## config.mk

```make
export PLATFORM = sky130hd
export DESIGN_NAME = argb_gray_nearest_downscale_flat
export DESIGN_NICKNAME = d
export VERILOG_FILES = /design/src/hw/rtl/agnd_pkg.sv /design/src/hw/rtl/agnd_ifs.sv /design/src/hw/rtl/agnd_cfg.sv /design/src/hw/rtl/agnd_pick.sv /design/src/hw/rtl/agnd_out_stage.sv /design/src/hw/rtl/argb_gray_nearest_downscale.sv /design/src/flat_wrapper.sv
export SDC_FILE = /design/constraint.sdc
export NUM_CORES = 1
export LEC_CHECK = 0
export ABC_CLOCK_PERIOD_IN_PS = 14770
export BUFFER_PORTS_ARGS = -buffer_cell sky130_fd_sc_hd__buf_4
export CELL_PAD_IN_SITES_DETAIL_PLACEMENT = 0
export CELL_PAD_IN_SITES_GLOBAL_PLACEMENT = 2
export CORE_MARGIN = 4
export CORE_UTILIZATION = 44
export DETAILED_ROUTE_END_ITERATION = 12
export PLACE_DENSITY_LB_ADDON = 0.2
export SLEW_MARGIN = 20
export SYNTH_ARGS = -nofsm -noshare
export SYNTH_HDL_FRONTEND = slang
export SYNTH_SLANG_ARGS = --single-unit
```

## constraint.sdc

```tcl
create_clock -name clk -period 14.77 [get_ports clk]
set_input_delay 2.2155 -clock clk [delete_from_list [all_inputs] [get_ports clk]]
set_output_delay 2.2155 -clock clk [all_outputs]
set_load 0.01 [all_outputs]
```

## src/hw/rtl/agnd_pkg.sv

```systemverilog
// ----------------------------------------------------------------------------
// agnd_pkg
// shared constants, types and helpers of the argb to gray downscaler
// ----------------------------------------------------------------------------
package agnd_pkg;

    localparam int MAX_DIMENSION = 1024;

    // register and field widths fixed by the interface
    localparam int CFG_W     = 11;
    localparam int CFG_IDX_W = 2;
    localparam int PIX_W     = 32;
    localparam int GRAY_W    = 8;

    // widths that follow from the largest frame size
    localparam int DIM_W  = $clog2(MAX_DIMENSION + 1);
    localparam int SRC_W  = $clog2(MAX_DIMENSION);
    localparam int ACC_W  = $clog2(MAX_DIMENSION * MAX_DIMENSION + MAX_DIMENSION + 1);
    localparam int WIDE_W = (CFG_W > DIM_W) ? CFG_W : DIM_W;

    // register indexes
    localparam logic [CFG_IDX_W-1:0] REG_SOURCE_WIDTH  = 2'd0;
    localparam logic [CFG_IDX_W-1:0] REG_SOURCE_HEIGHT = 2'd1;
    localparam logic [CFG_IDX_W-1:0] REG_DEST_WIDTH    = 2'd2;
    localparam logic [CFG_IDX_W-1:0] REG_DEST_HEIGHT   = 2'd3;

    localparam logic [CFG_W-1:0] RST_SOURCE_WIDTH  = 11'd480;
    localparam logic [CFG_W-1:0] RST_SOURCE_HEIGHT = 11'd272;
    localparam logic [CFG_W-1:0] RST_DEST_WIDTH    = 11'd65;
    localparam logic [CFG_W-1:0] RST_DEST_HEIGHT   = 11'd65;

    // luma weights, sum to 256
    localparam logic [7:0] LUMA_R = 8'd54;
    localparam logic [7:0] LUMA_G = 8'd184;
    localparam logic [7:0] LUMA_B = 8'd18;

    typedef struct packed {
        logic [DIM_W-1:0] sw;
        logic [DIM_W-1:0] sh;
        logic [DIM_W-1:0] dw;
        logic [DIM_W-1:0] dh;
    } dims_t;

    typedef struct packed {
        logic hit;
        logic row_end;
        logic frame_end;
    } pick_t;

    // saturate into 1..hi
    function automatic logic [DIM_W-1:0] clamp_dim(input logic [CFG_W-1:0] v,
                                                   input logic [DIM_W-1:0] hi);
        logic [DIM_W-1:0] r;
        if (v == '0)
            r = DIM_W'(1);
        else if (WIDE_W'(v) > WIDE_W'(hi))
            r = hi;
        else
            r = DIM_W'(v);
        return r;
    endfunction

    function automatic logic [GRAY_W-1:0] luma8(input logic [PIX_W-1:0] px);
        logic [15:0] sum;
        sum = 16'(LUMA_R) * 16'(px[23:16]) + 16'(LUMA_G) * 16'(px[15:8])
              + 16'(LUMA_B) * 16'(px[7:0]);
        return sum[15:8];
    endfunction

endpackage

```

## src/hw/rtl/agnd_ifs.sv

```systemverilog
// ----------------------------------------------------------------------------
// agnd channel interfaces
// pixel input, gray output and register write channels
// ----------------------------------------------------------------------------
interface agnd_pixel_if;
    logic        valid;
    logic        ready;
    logic [31:0] argb_pixel;
    logic        frame_start;

    modport source (output valid, argb_pixel, frame_start, input ready);
    modport sink   (input valid, argb_pixel, frame_start, output ready);
endinterface

interface agnd_gray_if;
    logic       valid;
    logic       ready;
    logic [7:0] gray_level;
    logic       row_end;
    logic       frame_end;

    modport source (output valid, gray_level, row_end, frame_end, input ready);
    modport sink   (input valid, gray_level, row_end, frame_end, output ready);
endinterface

interface agnd_cfg_if;
    logic        valid;
    logic        ready;
    logic [1:0]  index;
    logic [10:0] data;

    modport source (output valid, index, data, input ready);
    modport sink   (input valid, index, data, output ready);
endinterface

```

## src/hw/rtl/agnd_cfg.sv

```systemverilog
// ----------------------------------------------------------------------------
// agnd_cfg
// size registers and their clamped working values
// ----------------------------------------------------------------------------
module agnd_cfg
    import agnd_pkg::*;
(
    input  logic        clk,
    input  logic        rst_n,
    agnd_cfg_if.sink    cfg,
    output dims_t       dims
);

    logic [CFG_W-1:0] source_width_reg;
    logic [CFG_W-1:0] source_height_reg;
    logic [CFG_W-1:0] dest_width_reg;
    logic [CFG_W-1:0] dest_height_reg;

    assign cfg.ready = 1'b1;

    always_ff @(posedge clk or negedge rst_n)
    begin
        if (!rst_n)
        begin
            source_width_reg  <= RST_SOURCE_WIDTH;
            source_height_reg <= RST_SOURCE_HEIGHT;
            dest_width_reg    <= RST_DEST_WIDTH;
            dest_height_reg   <= RST_DEST_HEIGHT;
        end
        else if (cfg.valid)
        begin
            unique case (cfg.index)
                REG_SOURCE_WIDTH:  source_width_reg  <= cfg.data;
                REG_SOURCE_HEIGHT: source_height_reg <= cfg.data;
                REG_DEST_WIDTH:    dest_width_reg    <= cfg.data;
                REG_DEST_HEIGHT:   dest_height_reg   <= cfg.data;
            endcase
        end
    end

    // destination never larger than source
    always_comb
    begin
        dims.sw = clamp_dim(source_width_reg, DIM_W'(MAX_DIMENSION));
        dims.sh = clamp_dim(source_height_reg, DIM_W'(MAX_DIMENSION));
        dims.dw = clamp_dim(dest_width_reg, dims.sw);
        dims.dh = clamp_dim(dest_height_reg, dims.sh);
    end

endmodule

```

## src/hw/rtl/agnd_pick.sv

```systemverilog
// ----------------------------------------------------------------------------
// agnd_pick
// raster position counters and accumulators that pick the nearest pixels
// ----------------------------------------------------------------------------
module agnd_pick
    import agnd_pkg::*;
(
    input  logic  clk,
    input  logic  rst_n,
    input  logic  step,
    input  logic  frame_start,
    input  dims_t dims,
    output pick_t pick
);

    logic [SRC_W-1:0] src_column_reg, src_column_next;
    logic [SRC_W-1:0] src_row_reg, src_row_next;
    logic [DIM_W-1:0] dst_column_reg, dst_column_next;
    logic [DIM_W-1:0] dst_row_reg, dst_row_next;
    logic [ACC_W-1:0] col_target_acc_reg, col_target_acc_next;
    logic [ACC_W-1:0] col_source_acc_reg, col_source_acc_next;
    logic [ACC_W-1:0] row_target_acc_reg, row_target_acc_next;
    logic [ACC_W-1:0] row_source_acc_reg, row_source_acc_next;

    // state as seen by this pixel, cleared by a frame start
    logic [SRC_W-1:0] src_col_e, src_row_e;
    logic [DIM_W-1:0] dst_col_e, dst_row_e;
    logic [ACC_W-1:0] ct_e, cs_e, rt_e, rs_e;
    logic             col_hit, row_hit;

    always_comb
    begin
        src_col_e = frame_start ? '0 : src_column_reg;
        src_row_e = frame_start ? '0 : src_row_reg;
        dst_col_e = frame_start ? '0 : dst_column_reg;
        dst_row_e = frame_start ? '0 : dst_row_reg;
        ct_e      = frame_start ? '0 : col_target_acc_reg;
        cs_e      = frame_start ? '0 : col_source_acc_reg;
        rt_e      = frame_start ? '0 : row_target_acc_reg;
        rs_e      = frame_start ? '0 : row_source_acc_reg;

        col_hit = (dst_col_e < dims.dw)
                  && ({1'b0, ct_e} < ({1'b0, cs_e} + (ACC_W + 1)'(dims.dw)));
        row_hit = (dst_row_e < dims.dh)
                  && ({1'b0, rt_e} < ({1'b0, rs_e} + (ACC_W + 1)'(dims.dh)));

        pick.hit       = col_hit && row_hit;
        pick.row_end   = (dst_col_e == dims.dw - DIM_W'(1));
        pick.frame_end = pick.row_end && (dst_row_e == dims.dh - DIM_W'(1));

        dst_column_next     = col_hit ? dst_col_e + DIM_W'(1) : dst_col_e;
        col_target_acc_next = col_hit ? ct_e + ACC_W'(dims.sw) : ct_e;
        col_source_acc_next = cs_e + ACC_W'(dims.dw);
        src_column_next     = src_col_e + SRC_W'(1);
        src_row_next        = src_row_e;
        dst_row_next        = dst_row_e;
        row_target_acc_next = rt_e;
        row_source_acc_next = rs_e;

        // last pixel of a source row
        if (DIM_W'(src_col_e) >= dims.sw - DIM_W'(1))
        begin
            src_column_next     = '0;
            dst_column_next     = '0;
            col_target_acc_next = '0;
            col_source_acc_next = '0;
            if (row_hit)
            begin
                dst_row_next        = dst_row_e + DIM_W'(1);
                row_target_acc_next = rt_e + ACC_W'(dims.sh);
            end
            row_source_acc_next = rs_e + ACC_W'(dims.dh);
            if (DIM_W'(src_row_e) >= dims.sh - DIM_W'(1))
            begin
                src_row_next        = '0;
                dst_row_next        = '0;
                row_target_acc_next = '0;
                row_source_acc_next = '0;
            end
            else
            begin
                src_row_next = src_row_e + SRC_W'(1);
            end
        end
    end

    always_ff @(posedge clk or negedge rst_n)
    begin
        if (!rst_n)
        begin
            src_column_reg     <= '0;
            src_row_reg        <= '0;
            dst_column_reg     <= '0;
            dst_row_reg        <= '0;
            col_target_acc_reg <= '0;
            col_source_acc_reg <= '0;
            row_target_acc_reg <= '0;
            row_source_acc_reg <= '0;
        end
        else if (step)
        begin
            src_column_reg     <= src_column_next;
            src_row_reg        <= src_row_next;
            dst_column_reg     <= dst_column_next;
            dst_row_reg        <= dst_row_next;
            col_target_acc_reg <= col_target_acc_next;
            col_source_acc_reg <= col_source_acc_next;
            row_target_acc_reg <= row_target_acc_next;
            row_source_acc_reg <= row_source_acc_next;
        end
    end

endmodule

```

## src/hw/rtl/agnd_out_stage.sv

```systemverilog
// ----------------------------------------------------------------------------
// agnd_out_stage
// luma weighting and the result register toward the gray channel
// ----------------------------------------------------------------------------
module agnd_out_stage
    import agnd_pkg::*;
(
    input  logic             clk,
    input  logic             rst_n,
    input  logic             load,
    input  logic [PIX_W-1:0] pixel,
    input  pick_t            pick,
    output logic             free,
    agnd_gray_if.source      grays
);

    logic              valid_reg;
    logic [GRAY_W-1:0] gray_reg;
    logic              row_end_reg;
    logic              frame_end_reg;

    assign free = !valid_reg || grays.ready;

    always_ff @(posedge clk or negedge rst_n)
    begin
        if (!rst_n)
            valid_reg <= 1'b0;
        else if (load)
            valid_reg <= 1'b1;
        else if (grays.ready)
            valid_reg <= 1'b0;
    end

    always_ff @(posedge clk)
    begin
        if (load)
        begin
            gray_reg      <= luma8(pixel);
            row_end_reg   <= pick.row_end;
            frame_end_reg <= pick.frame_end;
        end
    end

    assign grays.valid      = valid_reg;
    assign grays.gray_level = gray_reg;
    assign grays.row_end    = row_end_reg;
    assign grays.frame_end  = frame_end_reg;

endmodule

```

## src/hw/rtl/argb_gray_nearest_downscale.sv

```systemverilog
// ----------------------------------------------------------------------------
// argb_gray_nearest_downscale
// nearest-neighbor downscaler from an argb raster stream to 8-bit gray
// ----------------------------------------------------------------------------
//  channel  dir  payload                          request moves
//  pixels   in   argb_pixel, frame_start          one source pixel
//  grays    out  gray_level, row_end, frame_end   one picked gray pixel
//  cfg      in   index, data                      one size register write
//
//  one pixel per clock sustained while grays is not stalled; a picked pixel
//  reaches grays through the input register and then the result register
//  reset clears position state and loads the default sizes
//  a stalled grays channel holds one result and one pixel in flight, then
//  pixels.ready drops; pixels that are not picked leave no result
//  cfg is always ready; registers take effect on the next pixel
// ----------------------------------------------------------------------------
module argb_gray_nearest_downscale
    import agnd_pkg::*;
(
    input  logic        clk,
    input  logic        rst_n,
    agnd_pixel_if.sink  pixels,
    agnd_gray_if.source grays,
    agnd_cfg_if.sink    cfg
);

    logic             s1_valid_reg;
    logic [PIX_W-1:0] s1_pixel_reg;
    logic             s1_start_reg;
    logic             out_free;
    logic             advance;
    dims_t            dims;
    pick_t            pick;

    assign advance      = s1_valid_reg && out_free;
    assign pixels.ready = !s1_valid_reg || out_free;

    always_ff @(posedge clk or negedge rst_n)
    begin
        if (!rst_n)
            s1_valid_reg <= 1'b0;
        else if (pixels.ready)
            s1_valid_reg <= pixels.valid;
    end

    always_ff @(posedge clk)
    begin
        if (pixels.ready && pixels.valid)
        begin
            s1_pixel_reg <= pixels.argb_pixel;
            s1_start_reg <= pixels.frame_start;
        end
    end

    agnd_cfg u_cfg (
        .clk   (clk),
        .rst_n (rst_n),
        .cfg   (cfg),
        .dims  (dims)
    );

    agnd_pick u_pick (
        .clk         (clk),
        .rst_n       (rst_n),
        .step        (advance),
        .frame_start (s1_start_reg),
        .dims        (dims),
        .pick        (pick)
    );

    agnd_out_stage u_out (
        .clk   (clk),
        .rst_n (rst_n),
        .load  (advance && pick.hit),
        .pixel (s1_pixel_reg),
        .pick  (pick),
        .free  (out_free),
        .grays (grays)
    );

endmodule

```

## src/flat_wrapper.sv

```systemverilog
// flat-port wrapper written by rule: the top's interface ports become plain ports
module argb_gray_nearest_downscale_flat import agnd_pkg::*;
  (clk, rst_n, pixels_valid, pixels_argb_pixel, pixels_frame_start, pixels_ready, grays_valid, grays_gray_level, grays_row_end, grays_frame_end, grays_ready, cfg_valid, cfg_index, cfg_data, cfg_ready);
  agnd_pixel_if pixels_i ();
  agnd_gray_if grays_i ();
  agnd_cfg_if cfg_i ();
  input  logic clk;
  input  logic rst_n;
  input wire logic [$bits(pixels_i.valid)-1:0] pixels_valid;
  input wire logic [$bits(pixels_i.argb_pixel)-1:0] pixels_argb_pixel;
  input wire logic [$bits(pixels_i.frame_start)-1:0] pixels_frame_start;
  output wire logic [$bits(pixels_i.ready)-1:0] pixels_ready;
  output wire logic [$bits(grays_i.valid)-1:0] grays_valid;
  output wire logic [$bits(grays_i.gray_level)-1:0] grays_gray_level;
  output wire logic [$bits(grays_i.row_end)-1:0] grays_row_end;
  output wire logic [$bits(grays_i.frame_end)-1:0] grays_frame_end;
  input wire logic [$bits(grays_i.ready)-1:0] grays_ready;
  input wire logic [$bits(cfg_i.valid)-1:0] cfg_valid;
  input wire logic [$bits(cfg_i.index)-1:0] cfg_index;
  input wire logic [$bits(cfg_i.data)-1:0] cfg_data;
  output wire logic [$bits(cfg_i.ready)-1:0] cfg_ready;
  assign pixels_i.valid = pixels_valid;
  assign pixels_i.argb_pixel = pixels_argb_pixel;
  assign pixels_i.frame_start = pixels_frame_start;
  assign pixels_ready = pixels_i.ready;
  assign grays_valid = grays_i.valid;
  assign grays_gray_level = grays_i.gray_level;
  assign grays_row_end = grays_i.row_end;
  assign grays_frame_end = grays_i.frame_end;
  assign grays_i.ready = grays_ready;
  assign cfg_i.valid = cfg_valid;
  assign cfg_i.index = cfg_index;
  assign cfg_i.data = cfg_data;
  assign cfg_ready = cfg_i.ready;
  argb_gray_nearest_downscale u_core (.clk(clk), .rst_n(rst_n), .pixels(pixels_i), .grays(grays_i), .cfg(cfg_i));
endmodule
```

Word-level counts from Yosys, hierarchy flattened
Cells that the tools add are included.
Widths: inputs -> output; s select.
{ "totals": {"regBits": 207, "inputBits": 51, "output_inout_bits": 13, "elab_cells": 108} }
{ "classes": {"n_addsub": 16, "n_mul": 3, "n_lt_le_gt_ge": 10, "n_eq_ne": 5, "n_mux": 34, "n_reduce_logical": 21} }
{ "op_table": {"columns": ["op", "count"], "rows": [
  ["$mux 21", 12],
  ["$mux 11", 15],
  ["$add 21x11->21", 4],
  ["$mux 10", 5],
  ["$add 21x11->22", 2],
  ["$logic_not 11->1", 4],
  ["$lt 21x22->1", 2],
  ["$sub 11x1->11 const B", 4],
  ["$mul 5x8->13 const A", 2],
  ["$add 11x1->11 const B", 2],
  ["$eq 11x11->1", 2],
  ["$ge 10x11->1", 2],
  ["$gt 11x11->1", 2],
  ["$gt 11x11->1 const B", 2],
  ["$lt 11x11->1", 2],
  ["$add 10x1->10 const B", 2],
  ["$add 14x16->16", 1],
  ["$add 16x13->16", 1],
  ["$mul 4x8->12 const A", 1],
  ["$reduce_and 2->1", 4],
  ["$logic_and 1x1->1", 7],
  ["$eq 2x2->1 const B", 2],
  ["$eq 2x1->1 const B", 1],
  ["$logic_not 1->1", 2],
  ["other kinds (4)", 6]
]} }

Longest topological paths before layout
Gate-level depths: netlist of run 1.
{ "depth": {"depth_word": 12, "depth_mapped": 37, "depth_no_buf": 34} }

Hierarchy
From an unflattened synthesis of run 1, not the netlist that was laid out.
{ "hier_totals": {"hier_cells": 2072, "hier_area_um2": 18850.6} }
{ "by_module_without_submodules": {"columns": ["module", "n_inst", "cells_each", "area_per_inst_um2", "seq_area_each_um2"], "rows": [
  ["agnd_pick", 1, 1416, 11811.3, 3153.0],
  ["agnd_out_stage", 1, 332, 3085.5, 325.3],
  ["agnd_cfg", 1, 285, 2896.5, 1113.6],
  ["argb_gray_nearest_downscale", 1, 39, 1057.3, 1016.0]
]} }

Worst setup path before layout of run 1
Ideal clock, no wire load.
{ "synth_path": {"kind": "reg2reg", "start": "register u_core.u_cfg.source_height_reg[3]", "end": "register u_core.u_out.frame_end_reg (netlist: u_core.u_out.grays.frame_end) (enable)", "setup_ps": 390, "t_arrival_ps": 7303, "t_required_ps": 14380, "path_slack_ps": 7077, "path_stages_with_launch": 33, "path_buffers": 1, "path_cell_list": "dfrtp_1 or4_1 nor3_1 o21a_1 ha_1 nand3b_1 a211oi_1 a2111oi_2 nor2_1 buf_2 mux2i_1 nor2b_1 inv_1 ha_1 fa_1 a21o_1 a21oi_1 o21bai_1 a21oi_1 o21ai_0 a31o_2 a21oi_1 nor3_1 xnor2_1 or2_2 ha_1 a21o_1 a21oi_1 nand3_1 o21ai_0 o2bb2ai_1 nand2_1 nor3_1"} }
{ "synth_via": {"elab_chain_cells": 11, "word_cells_on_any_way": 13, "classes_between": "add/sub (1); order compare (4); mux (4); reduce/logical (4)"} }
{ "synth_rtl": {"columns": ["item", "line_no", "source"], "rows": [
  ["start: declaration", "agnd_cfg.sv:15", "logic [CFG_W-1:0] source_height_reg;"],
  ["start signal: assignment", "agnd_cfg.sv:34", "REG_SOURCE_HEIGHT: source_height_reg <= cfg.data;"],
  ["$gt 11x11->1", "agnd_pkg.sv:56", "else if (WIDE_W'(v) > WIDE_W'(hi))"],
  ["$mux 11", "agnd_pkg.sv:56", null],
  ["$mux 11 (*)", "agnd_pkg.sv:54", "if (v == '0)"],
  ["$gt 11x11->1", "agnd_pkg.sv:56", null],
  ["$mux 11 (*)", "agnd_pkg.sv:56", null],
  ["$mux 11 (*)", "agnd_pkg.sv:54", null],
  ["$add 21x11->22", "agnd_pick.sv:45", "&& ({1'b0, rt_e} < ({1'b0, rs_e} + (ACC_W + 1)'(dims.dh)));"],
  ["$lt 21x22->1", "agnd_pick.sv:45", null],
  ["$logic_and 1x1->1 (*)", "agnd_pick.sv:45", null],
  ["$logic_and 1x1->1 (*)", "agnd_pick.sv:47", "pick.hit = col_hit && row_hit;"],
  ["$logic_and 1x1->1 (*)", "argb_gray_nearest_downscale.sv:74", ".load (advance && pick.hit),"],
  ["named net u_core.u_out.load", "agnd_out_stage.sv:10", "input logic load,"],
  ["end signal: assignment", "agnd_out_stage.sv:40", "frame_end_reg <= pick.frame_end;"],
  ["end: declaration", "agnd_out_stage.sv:20", "logic frame_end_reg;"]
]} }
Mark *: on every way through the listed nets, which the timed path passes. The rest lies on a longest branch.
A chain may end at the register's enable or synchronous reset.

Worst setup path after layout of run 1
{ "layout_path": {"start": "register u_core.u_cfg.source_height_reg[2]", "end": "register u_core.u_pick.dst_row_reg[7]"} }
{ "layout_via": {"elab_chain_cells": 12, "word_cells_on_any_way": 16, "classes_between": "add/sub (2); order compare (5); mux (7); reduce/logical (2)"} }
{ "layout_rtl": {"columns": ["item", "line_no", "source"], "rows": [
  ["$gt 11x11->1", "agnd_pkg.sv:56", null],
  ["$mux 11", "agnd_pkg.sv:56", null],
  ["$mux 11 (*)", "agnd_pkg.sv:54", null],
  ["$gt 11x11->1", "agnd_pkg.sv:56", null],
  ["$mux 11", "agnd_pkg.sv:56", null],
  ["$mux 11", "agnd_pkg.sv:54", null],
  ["$add 21x11->22", "agnd_pick.sv:45", null],
  ["$lt 21x22->1", "agnd_pick.sv:45", null],
  ["$logic_and 1x1->1", "agnd_pick.sv:45", null],
  ["$mux 11", "agnd_pick.sv:67", "if (row_hit)"],
  ["$mux 11 (*)", "agnd_pick.sv:73", "if (DIM_W'(src_row_e) >= dims.sh - DIM_W'(1))"],
  ["$mux 11 (*)", "agnd_pick.sv:61", "if (DIM_W'(src_col_e) >= dims.sw - DIM_W'(1))"],
  ["end signal: assignment", "agnd_pick.sv:105", "dst_row_reg <= dst_row_next;"],
  ["end: declaration", "agnd_pick.sv:19", "logic [DIM_W-1:0] dst_row_reg, dst_row_next;"]
]} }
Every way passes the cells marked *; elsewhere a longest branch is shown, timed or not.

==> run_results.csv, run 1 <==
group,metric,value,unit
finish,area_growth,10.4,%
min_path,hp-start,"u_core.u_pick.col_source_acc_reg[1]",
die,die_area,0.0452,mm2
clock_tree,cts_htree_levels,1,
finish,fin_nets,2420,
critical_path,worst-setup-path-type,"flop to flop",
logic_synthesis,synth.most_common_cell,"ha_1",
sta,max_slew_margin,33.6,%
placement,detailed_place_hpwl,36600,um
global_routing,grt_antenna_before_repair,0,
critical_path,endpoint_kind,"flop",
die,ioPinCount,64,
logic_synthesis,synth_area_leaders,"dfrtp_1, ha_1, edfxtp_1, inv_1, fa_1",
global_routing,grt_max_degree,121,
die,die_w,213,um
placement,port_buffers,54,
power_and_ir_drop,combPwrFrac,55.5,%
drt,dr.pass1.iters,7,
drt,drt_iter0_markers,739,
power_and_ir_drop,leakage,9.64,nW
logic_synthesis,yosys_warnings,0,
finish,layout.cells.non_filler,2655,
sta,whs,0.467,ns
drt,wl_met2,23100,um
clock_tree,post_cts_resized,0,
sta,finalSetupViolations,0,
sta,slew_violations,0,
die,core_area,0.0411,mm2
critical_path,arrival,9.78,ns
finish,final_util,49.4,%
power_and_ir_drop,irDropWorstVdd,0.112,mV
finish,largest_register_ffs,24,
clock_tree,cts_buffers,27,
sta,max_freq,107,MHz
critical_path,startpoint,"u_core.u_cfg.source_height_reg[2]",
placement,dp_worst_setup_slack,5.47,ns
logic_synthesis,async_flop_share,83.1,%
sta,clock_skew,0.00678,ns
power_and_ir_drop,total_power,3.42,mW
critical_path,path_buf_inv,2,
logic_synthesis,synthTopCellsByCount,"ha_1, inv_1, nand2_1, dfrtp_1, o21ai_0",
logic_synthesis,synth-edff-count,35,
clock_tree,cts.sinks,207,
critical_path,worstPathMaxFanout,24,
die,start_util,44.8,%
drt,drt-met1-wl,23300,um
clock_tree,hold_buffers,0,
placement,dp.cells,2605,
drt,topRoutingLayerUsed,"met4",
critical_path,cp.required,15.22,ns
logic_synthesis,avgSynthCellArea,8.90,um2
global_routing,grt_pass1_vias,15100,
logic_synthesis,synth_nets,2386,
placement,placed_area,0.0194,mm2
power_and_ir_drop,p_seq_share,24.0,%
finish,antenna_cells,0,
logic_synthesis,ys_ff_latch,207,
logic_synthesis,synth_largest_area_cell,"dfrtp_1",
logic_synthesis,synth_cell_types,82,
power_and_ir_drop,intPower,1.96,mW
sta,setup_slack,5.44,ns
placement,routabilityCongestion,0.849,
global_routing,grtUsageTotal,21.8,%
power_and_ir_drop,power_density,168,mW/mm2
drt,wl_per_cell,18.5,um
run_status,status,"completed",
clock_tree,clock_latency,0.56,ns
clock_tree,cts-root-buf,"clkbuf_16",
flow_run,cap_violations,0,
min_path,hold_path.class,"flop to flop",
global_routing,grt_first_pass_wirelength,80200,um
finish,fin_area,0.0203,mm2
power_and_ir_drop,p_sw_share,42.5,%
sta,period_share,63.2,%
critical_path,slowest_delay,0.75,ns
global_routing,overflow,0,
clock_tree,postCtsSetupBuffers,0,
drt,viasPerCell,5.69,
die,fp.dieH,213,um
drt,ant_nets,0,
critical_path,r2r_start,"u_core.u_cfg.source_height_reg[2]",
sta,rsz0062_at_grt,"false",
critical_path,crit_slowest_cell,"nand2_1",
sta,tightestPinTransition,0.993,ns
logic_synthesis,synth_ff_type,"dfrtp_1",
power_and_ir_drop,power_switching,1.45,mW
sta,finalHoldViolations,0,
finish,drive_gt1_share,9.56,%
logic_synthesis,synthCells,2068,
die,rows,74,
critical_path,critPathTopFamily,"compound AO/OA/AOI/OAI gates",
drt,route.detailed.drc,0,
drt,routed_wl,49200,um
power_and_ir_drop,power_frac_clock,20.5,%
clock_tree,cts.clk_slew.worst_paths,0.06,ns
sta,fin_tns_setup,0,ns
critical_path,critPathLaunchType,"flop",
logic_synthesis,synth-seq-area-share,29.2,%
clock_tree,cts.path.max_buffers,3,
drt,vias,15100,
logic_synthesis,synth_area,0.0184,mm2
drt,route.met3.wl,1590,um
critical_path,worst_path_most_repeated_cell,"a21oi_1",
clock_tree,cts_tree,"built",
logic_synthesis,synthDominantCellAreaShare,22.0,%
sta,finalCriticalPeriod,9.33,ns
cells in the final DEF, fill, tap and decap left out, types with 17 or more instances in the layout:
master and count:
buf_4 70, dfrtp_1 162, o211ai_1 22, o21ai_0 114
edfxtp_1 35, mux2_2 41, fa_1 34, xnor2_1 76
nor3_1 47, nand3_1 68, xor2_1 46, inv_1 194
and3_1 18, and2_1 17, clkbuf_16 28, o31ai_1 22
a21o_1 52, ha_1 233, or4_1 22, a21oi_1 94
nand4_1 22, mux2i_1 22, o21a_1 22, nand2_1 175
nor2b_1 107, a31oi_1 21, nor2_1 104
logic make-up after synthesis:
| kind of cell | synth area share, % |
|---|---|
| adder cells (fa/ha/maj) | 19.5 |
| other | 0.0204 |
| XOR/XNOR | 5.81 |
| multiplexers | 3.86 |
| AND/OR/NAND/NOR | 18.3 |
| AO/OA/AOI/OAI | 17.8 |
| buffers and inverters | 5.53 |
| flip-flops | 29.2 |
metal layers:
metal  vias up  track usage [%]
met4         0             5.73
met5         -                0
met1      7305             30.2
met3        71             2.26
li1       7493                -
met2       244             36.6
final timing paths:
path                       slack, ns                                   end  cells after the start
hold reg to reg                 0.47   u_core.u_pick.col_source_acc_reg[1]                      2
setup reg to reg                5.44          u_core.u_pick.dst_row_reg[7]                     33
min in group asynchronous       1.64   u_core.u_pick.row_source_acc_reg[3]                      1
setup / recovery                5.44          u_core.u_pick.dst_row_reg[7]                     33
hold / removal                  0.47   u_core.u_pick.col_source_acc_reg[1]                      2
max in group asynchronous      11.17  u_core.u_pick.col_target_acc_reg[20]                      3
worst min-delay path, stage by stage (launching register included):
cell and delay [ns]:
dfrtp_1 0.33, nand2_1 0.05, o31ai_1 0.05
final cells by class:
class | instances | area [um2]
clock buffer | 31 | 722
timing repair buffer | 73 | 574
multi-input combinational | 1597 | 12000
fill | 3987 | 20800
tap | 532 | 666
inverter | 196 | 736
sequential | 207 | 5370
clock inverter | 19 | 215
power by group through the flow:
| stage | combinational (mW) | clock, mW | sequential, mW |
|---|---|---|---|
| 2_1_floorplan | 1.47 | 0 | 0.803 |
| 3_3_place_gp | 1.87 | 0 | 0.826 |
| 3_5_place_dp | 1.90 | 0 | 0.828 |
| 4_1_cts | 1.92 | 0.720 | 0.818 |
| 5_1_grt | 2.19 | 0.743 | 0.830 |
| 6_report | 1.90 | 0.701 | 0.818 |
Power figures use the tool's default switching activity.
==> inputs of run 2 (changes only) <==
--- a/config.mk
+++ b/config.mk
@@ -5,12 +5,13 @@
 export SDC_FILE = /design/constraint.sdc
 export NUM_CORES = 1
 export LEC_CHECK = 0
-export ABC_CLOCK_PERIOD_IN_PS = 14770
+export ABC_AREA = 1
+export ABC_CLOCK_PERIOD_IN_PS = 9000
 export BUFFER_PORTS_ARGS = -buffer_cell sky130_fd_sc_hd__buf_4
 export CELL_PAD_IN_SITES_DETAIL_PLACEMENT = 0
 export CELL_PAD_IN_SITES_GLOBAL_PLACEMENT = 2
 export CORE_MARGIN = 4
-export CORE_UTILIZATION = 44
+export CORE_UTILIZATION = 38
 export DETAILED_ROUTE_END_ITERATION = 12
 export PLACE_DENSITY_LB_ADDON = 0.2
 export SLEW_MARGIN = 20
==> constraint.sdc (replaced) <==
create_clock -name clk -period 9 [get_ports clk]
set_input_delay 1.35 -clock clk [delete_from_list [all_inputs] [get_ports clk]]
set_output_delay 1.35 -clock clk [all_outputs]
set_load 0.01 [all_outputs]
==> run 2 against run 1 <==
  * Sequential power up 74%
  * Critical path depth up 4
  * Clock power up 94%
  * Utilization down 6.8 points
  * Via count up 11%
  * Sequential cell count unchanged
  * Synthesized area up 5.5%
  * Critical path type unchanged
  * Combinational power up 110%
  * Final cell count up 26%
==> run_results.csv, run 2 <==
group,metric,value,unit
placement,detailed_place_hpwl,39600,um
logic_synthesis,synth_nets,2937,
clock_tree,cts_buffers,29,
clock_tree,cts.sinks,207,
logic_synthesis,yosys_warnings,0,
finish,fin_nets,2956,
drt,dr.pass1.iters,5,
logic_synthesis,synthTopCellsByCount,"nand2_1, inv_1, nor2_1, ha_1, dfrtp_1",
power_and_ir_drop,power_frac_clock,20.0,%
placement,placed_area,0.0203,mm2
clock_tree,cts.clk_slew.worst_paths,0.06,ns
critical_path,crit_end,"u_core.u_pick.col_target_acc_reg[13]",
drt,ant_nets,0,
critical_path,crit_slowest_cell,"clkinv_2",
logic_synthesis,synth-edff-count,35,
die,core_area,0.0504,mm2
power_and_ir_drop,irDropWorstVdd,0.171,mV
critical_path,worst_path_most_repeated_cell,"nand2_1",
critical_path,reg2reg_to,"u_core.u_pick.col_target_acc_reg[13]",
power_and_ir_drop,p_sw_share,46.5,%
finish,layout_common_cells,"nand2_1, inv_1, nor2_1",
drt,route.detailed.drc,0,
critical_path,endpoint_kind,"flop",
sta,period_share,82.0,%
logic_synthesis,synthDominantCellAreaShare,20.9,%
clock_tree,postCtsSetupBuffers,0,
finish,drive_gt1_share,7.48,%
min_path,hold_depth,2,
sta,finalHoldViolations,0,
finish,area_growth,10.6,%
logic_synthesis,synth_cell_types,61,
critical_path,worst-setup-path-type,"flop to flop",
logic_synthesis,async_flop_share,83.1,%
placement,port_buffers,54,
sta,finalSetupViolations,0,
run_status,status,"completed",
clock_tree,clock_latency,0.57,ns
sta,max_freq,135,MHz
flow_run,cap_violations,0,
logic_synthesis,ys_ff_latch,207,
logic_synthesis,synth_area,0.0194,mm2
finish,antenna_cells,0,
finish,final_common_cell,"nand2_1",
clock_tree,cts-root-buf,"clkbuf_16",
drt,viasPerCell,5.04,
die,die_w,234,um
power_and_ir_drop,leakage,10.8,nW
logic_synthesis,synth.most_common_cell,"nand2_1",
clock_tree,cts.path.max_buffers,3,
logic_synthesis,avgSynthCellArea,7.41,um2
drt,routed_wl,53700,um
global_routing,grt_antenna_before_repair,0,
global_routing,grt_first_pass_wirelength,87900,um
critical_path,critPathLaunchType,"flop",
die,start_util,38.5,%
critical_path,worstPathMaxFanout,37,
sta,max_slew_margin,32.0,%
die,fp.dieH,234,um
global_routing,grtUsageTotal,19.8,%
power_and_ir_drop,power_density,316,mW/mm2
finish,final_util,42.6,%
sta,rsz0062_at_grt,"false",
critical_path,r2r_cells,37,
critical_path,slowest_delay,0.63,ns
clock_tree,hold_buffers,0,
power_and_ir_drop,power_switching,3.16,mW
critical_path,cp.required,9.41,ns
placement,routabilityCongestion,0.820,
sta,slew_violations,0,
clock_tree,post_cts_resized,0,
drt,drt_iter0_markers,912,
logic_synthesis,synth_area_leaders,"dfrtp_1, ha_1, nand2_1, inv_1, edfxtp_1",
sta,fin_tns_setup,0,ns
clock_tree,cts_tree,"built",
critical_path,r2r_start,"u_core.u_cfg.source_width_reg[3]",
sta,clock_skew,0.0124,ns
global_routing,overflow,0,
critical_path,rrSetupSlack,1.62,ns
critical_path,startpoint,"u_core.u_cfg.source_width_reg[3]",
power_and_ir_drop,p_seq_share,20.8,%
drt,wl_per_cell,16.1,um
power_and_ir_drop,combPwrFrac,59.2,%
logic_synthesis,synth-seq-area-share,27.7,%
die,ioPinCount,64,
logic_synthesis,synth_largest_area_cell,"dfrtp_1",
die,rows,82,
logic_synthesis,synth_ff_type,"dfrtp_1",
logic_synthesis,synthCells,2619,
drt,vias,16800,
global_routing,grt_max_degree,109,
die,die_area,0.0548,mm2
finish,fin_area,0.0215,mm2
sta,finalCriticalPeriod,7.38,ns
sta,whs,0.478,ns
power_and_ir_drop,intPower,3.63,mW
finish,largest_register_ffs,24,
min_path,hold_path.class,"flop to flop",
sta,tightestPinTransition,1.02,ns
critical_path,arrival,7.79,ns
clock_tree,cts_htree_levels,1,
global_routing,grt_pass1_vias,16500,
run 2: cell type report:
cell class                      count  area (um2)
Fill cell                        5216       28900
Clock inverter                     20         347
Multi-Input combinational cell   1894       12000
Inverter                          445        1680
Clock buffer                       34         785
Tap cell                          672         841
Sequential cell                   207        5370
Timing Repair Buffer               61         497
run 2: cell families after synthesis:
kind of cell	share of synthesized area, %
and+or+nand+nor	22.7
buffers and inverters	10.8
adders and majority gates	18.5
DFF	27.7
other	0.0193
xor gates and xnor gates	5.73
AOI/OAI and AO/OA	14.6
run 2: worst min path at each step:
| stage | start | endpoint |
|---|---|---|
| floorplan | u_core.u_pick.dst_row_reg[2] | u_core.u_pick.dst_row_reg[2] |
| global placement | u_core.u_pick.row_target_acc_reg[10] | u_core.u_pick.row_target_acc_reg[10] |
| detailed placement | u_core.u_pick.dst_row_reg[2] | u_core.u_pick.dst_row_reg[2] |
| CTS | u_core.u_pick.dst_row_reg[2] | u_core.u_pick.dst_row_reg[2] |
| global route | u_core.u_pick.dst_row_reg[2] | u_core.u_pick.dst_row_reg[2] |
| finish | u_core.u_pick.row_target_acc_reg[8] | u_core.u_pick.row_target_acc_reg[8] |
run 2: per-layer routing:
layer | routed length [um] | up-vias | GRT usage [%] | part of all wire, %
li1 | - | 8680 | - | -
met5 | 0 | - | 0 | 0
met1 | 26400 | 7824 | 28.2 | 49
met4 | 1160 | 0 | 4.40 | 2.2
met3 | 1890 | 58 | 2.14 | 3.5
met2 | 24200 | 248 | 32.4 | 45
run 2: through the flow:
step	std cells	total power, mW	setup slack, ns
2_1_floorplan	2619	4.50	3.01
3_3_place_gp	3278	5.36	1.68
3_5_place_dp	3278	5.45	1.60
4_1_cts	3332	6.87	1.56
5_1_grt	3333	7.52	0.784
6_report	3333	6.79	1.62
run 2: worst max-delay path: cells and delay by family, from the launching register on:
| kind | cells | cell delay (ns) |
|---|---|---|
| DFF | 1 | 0.40 |
| and+or+nand+nor | 25 | 3.64 |
| AOI/OAI and AO/OA | 4 | 0.85 |
| xor gates and xnor gates | 1 | 0.17 |
| adders and majority gates | 4 | 1.40 |
| buffers and inverters | 3 | 0.74 |
run 2: power by group through the flow:
| stage | combinational [mW] | sequential [mW] | clock (mW) |
|---|---|---|---|
| after floorplan | 3.10 | 1.40 | 0 |
| after CTS | 4.05 | 1.42 | 1.40 |
| after global routing | 4.64 | 1.44 | 1.44 |
| final | 4.02 | 1.42 | 1.36 |
| after global placement | 3.94 | 1.43 | 0 |
| after detailed placement | 4.02 | 1.43 | 0 |
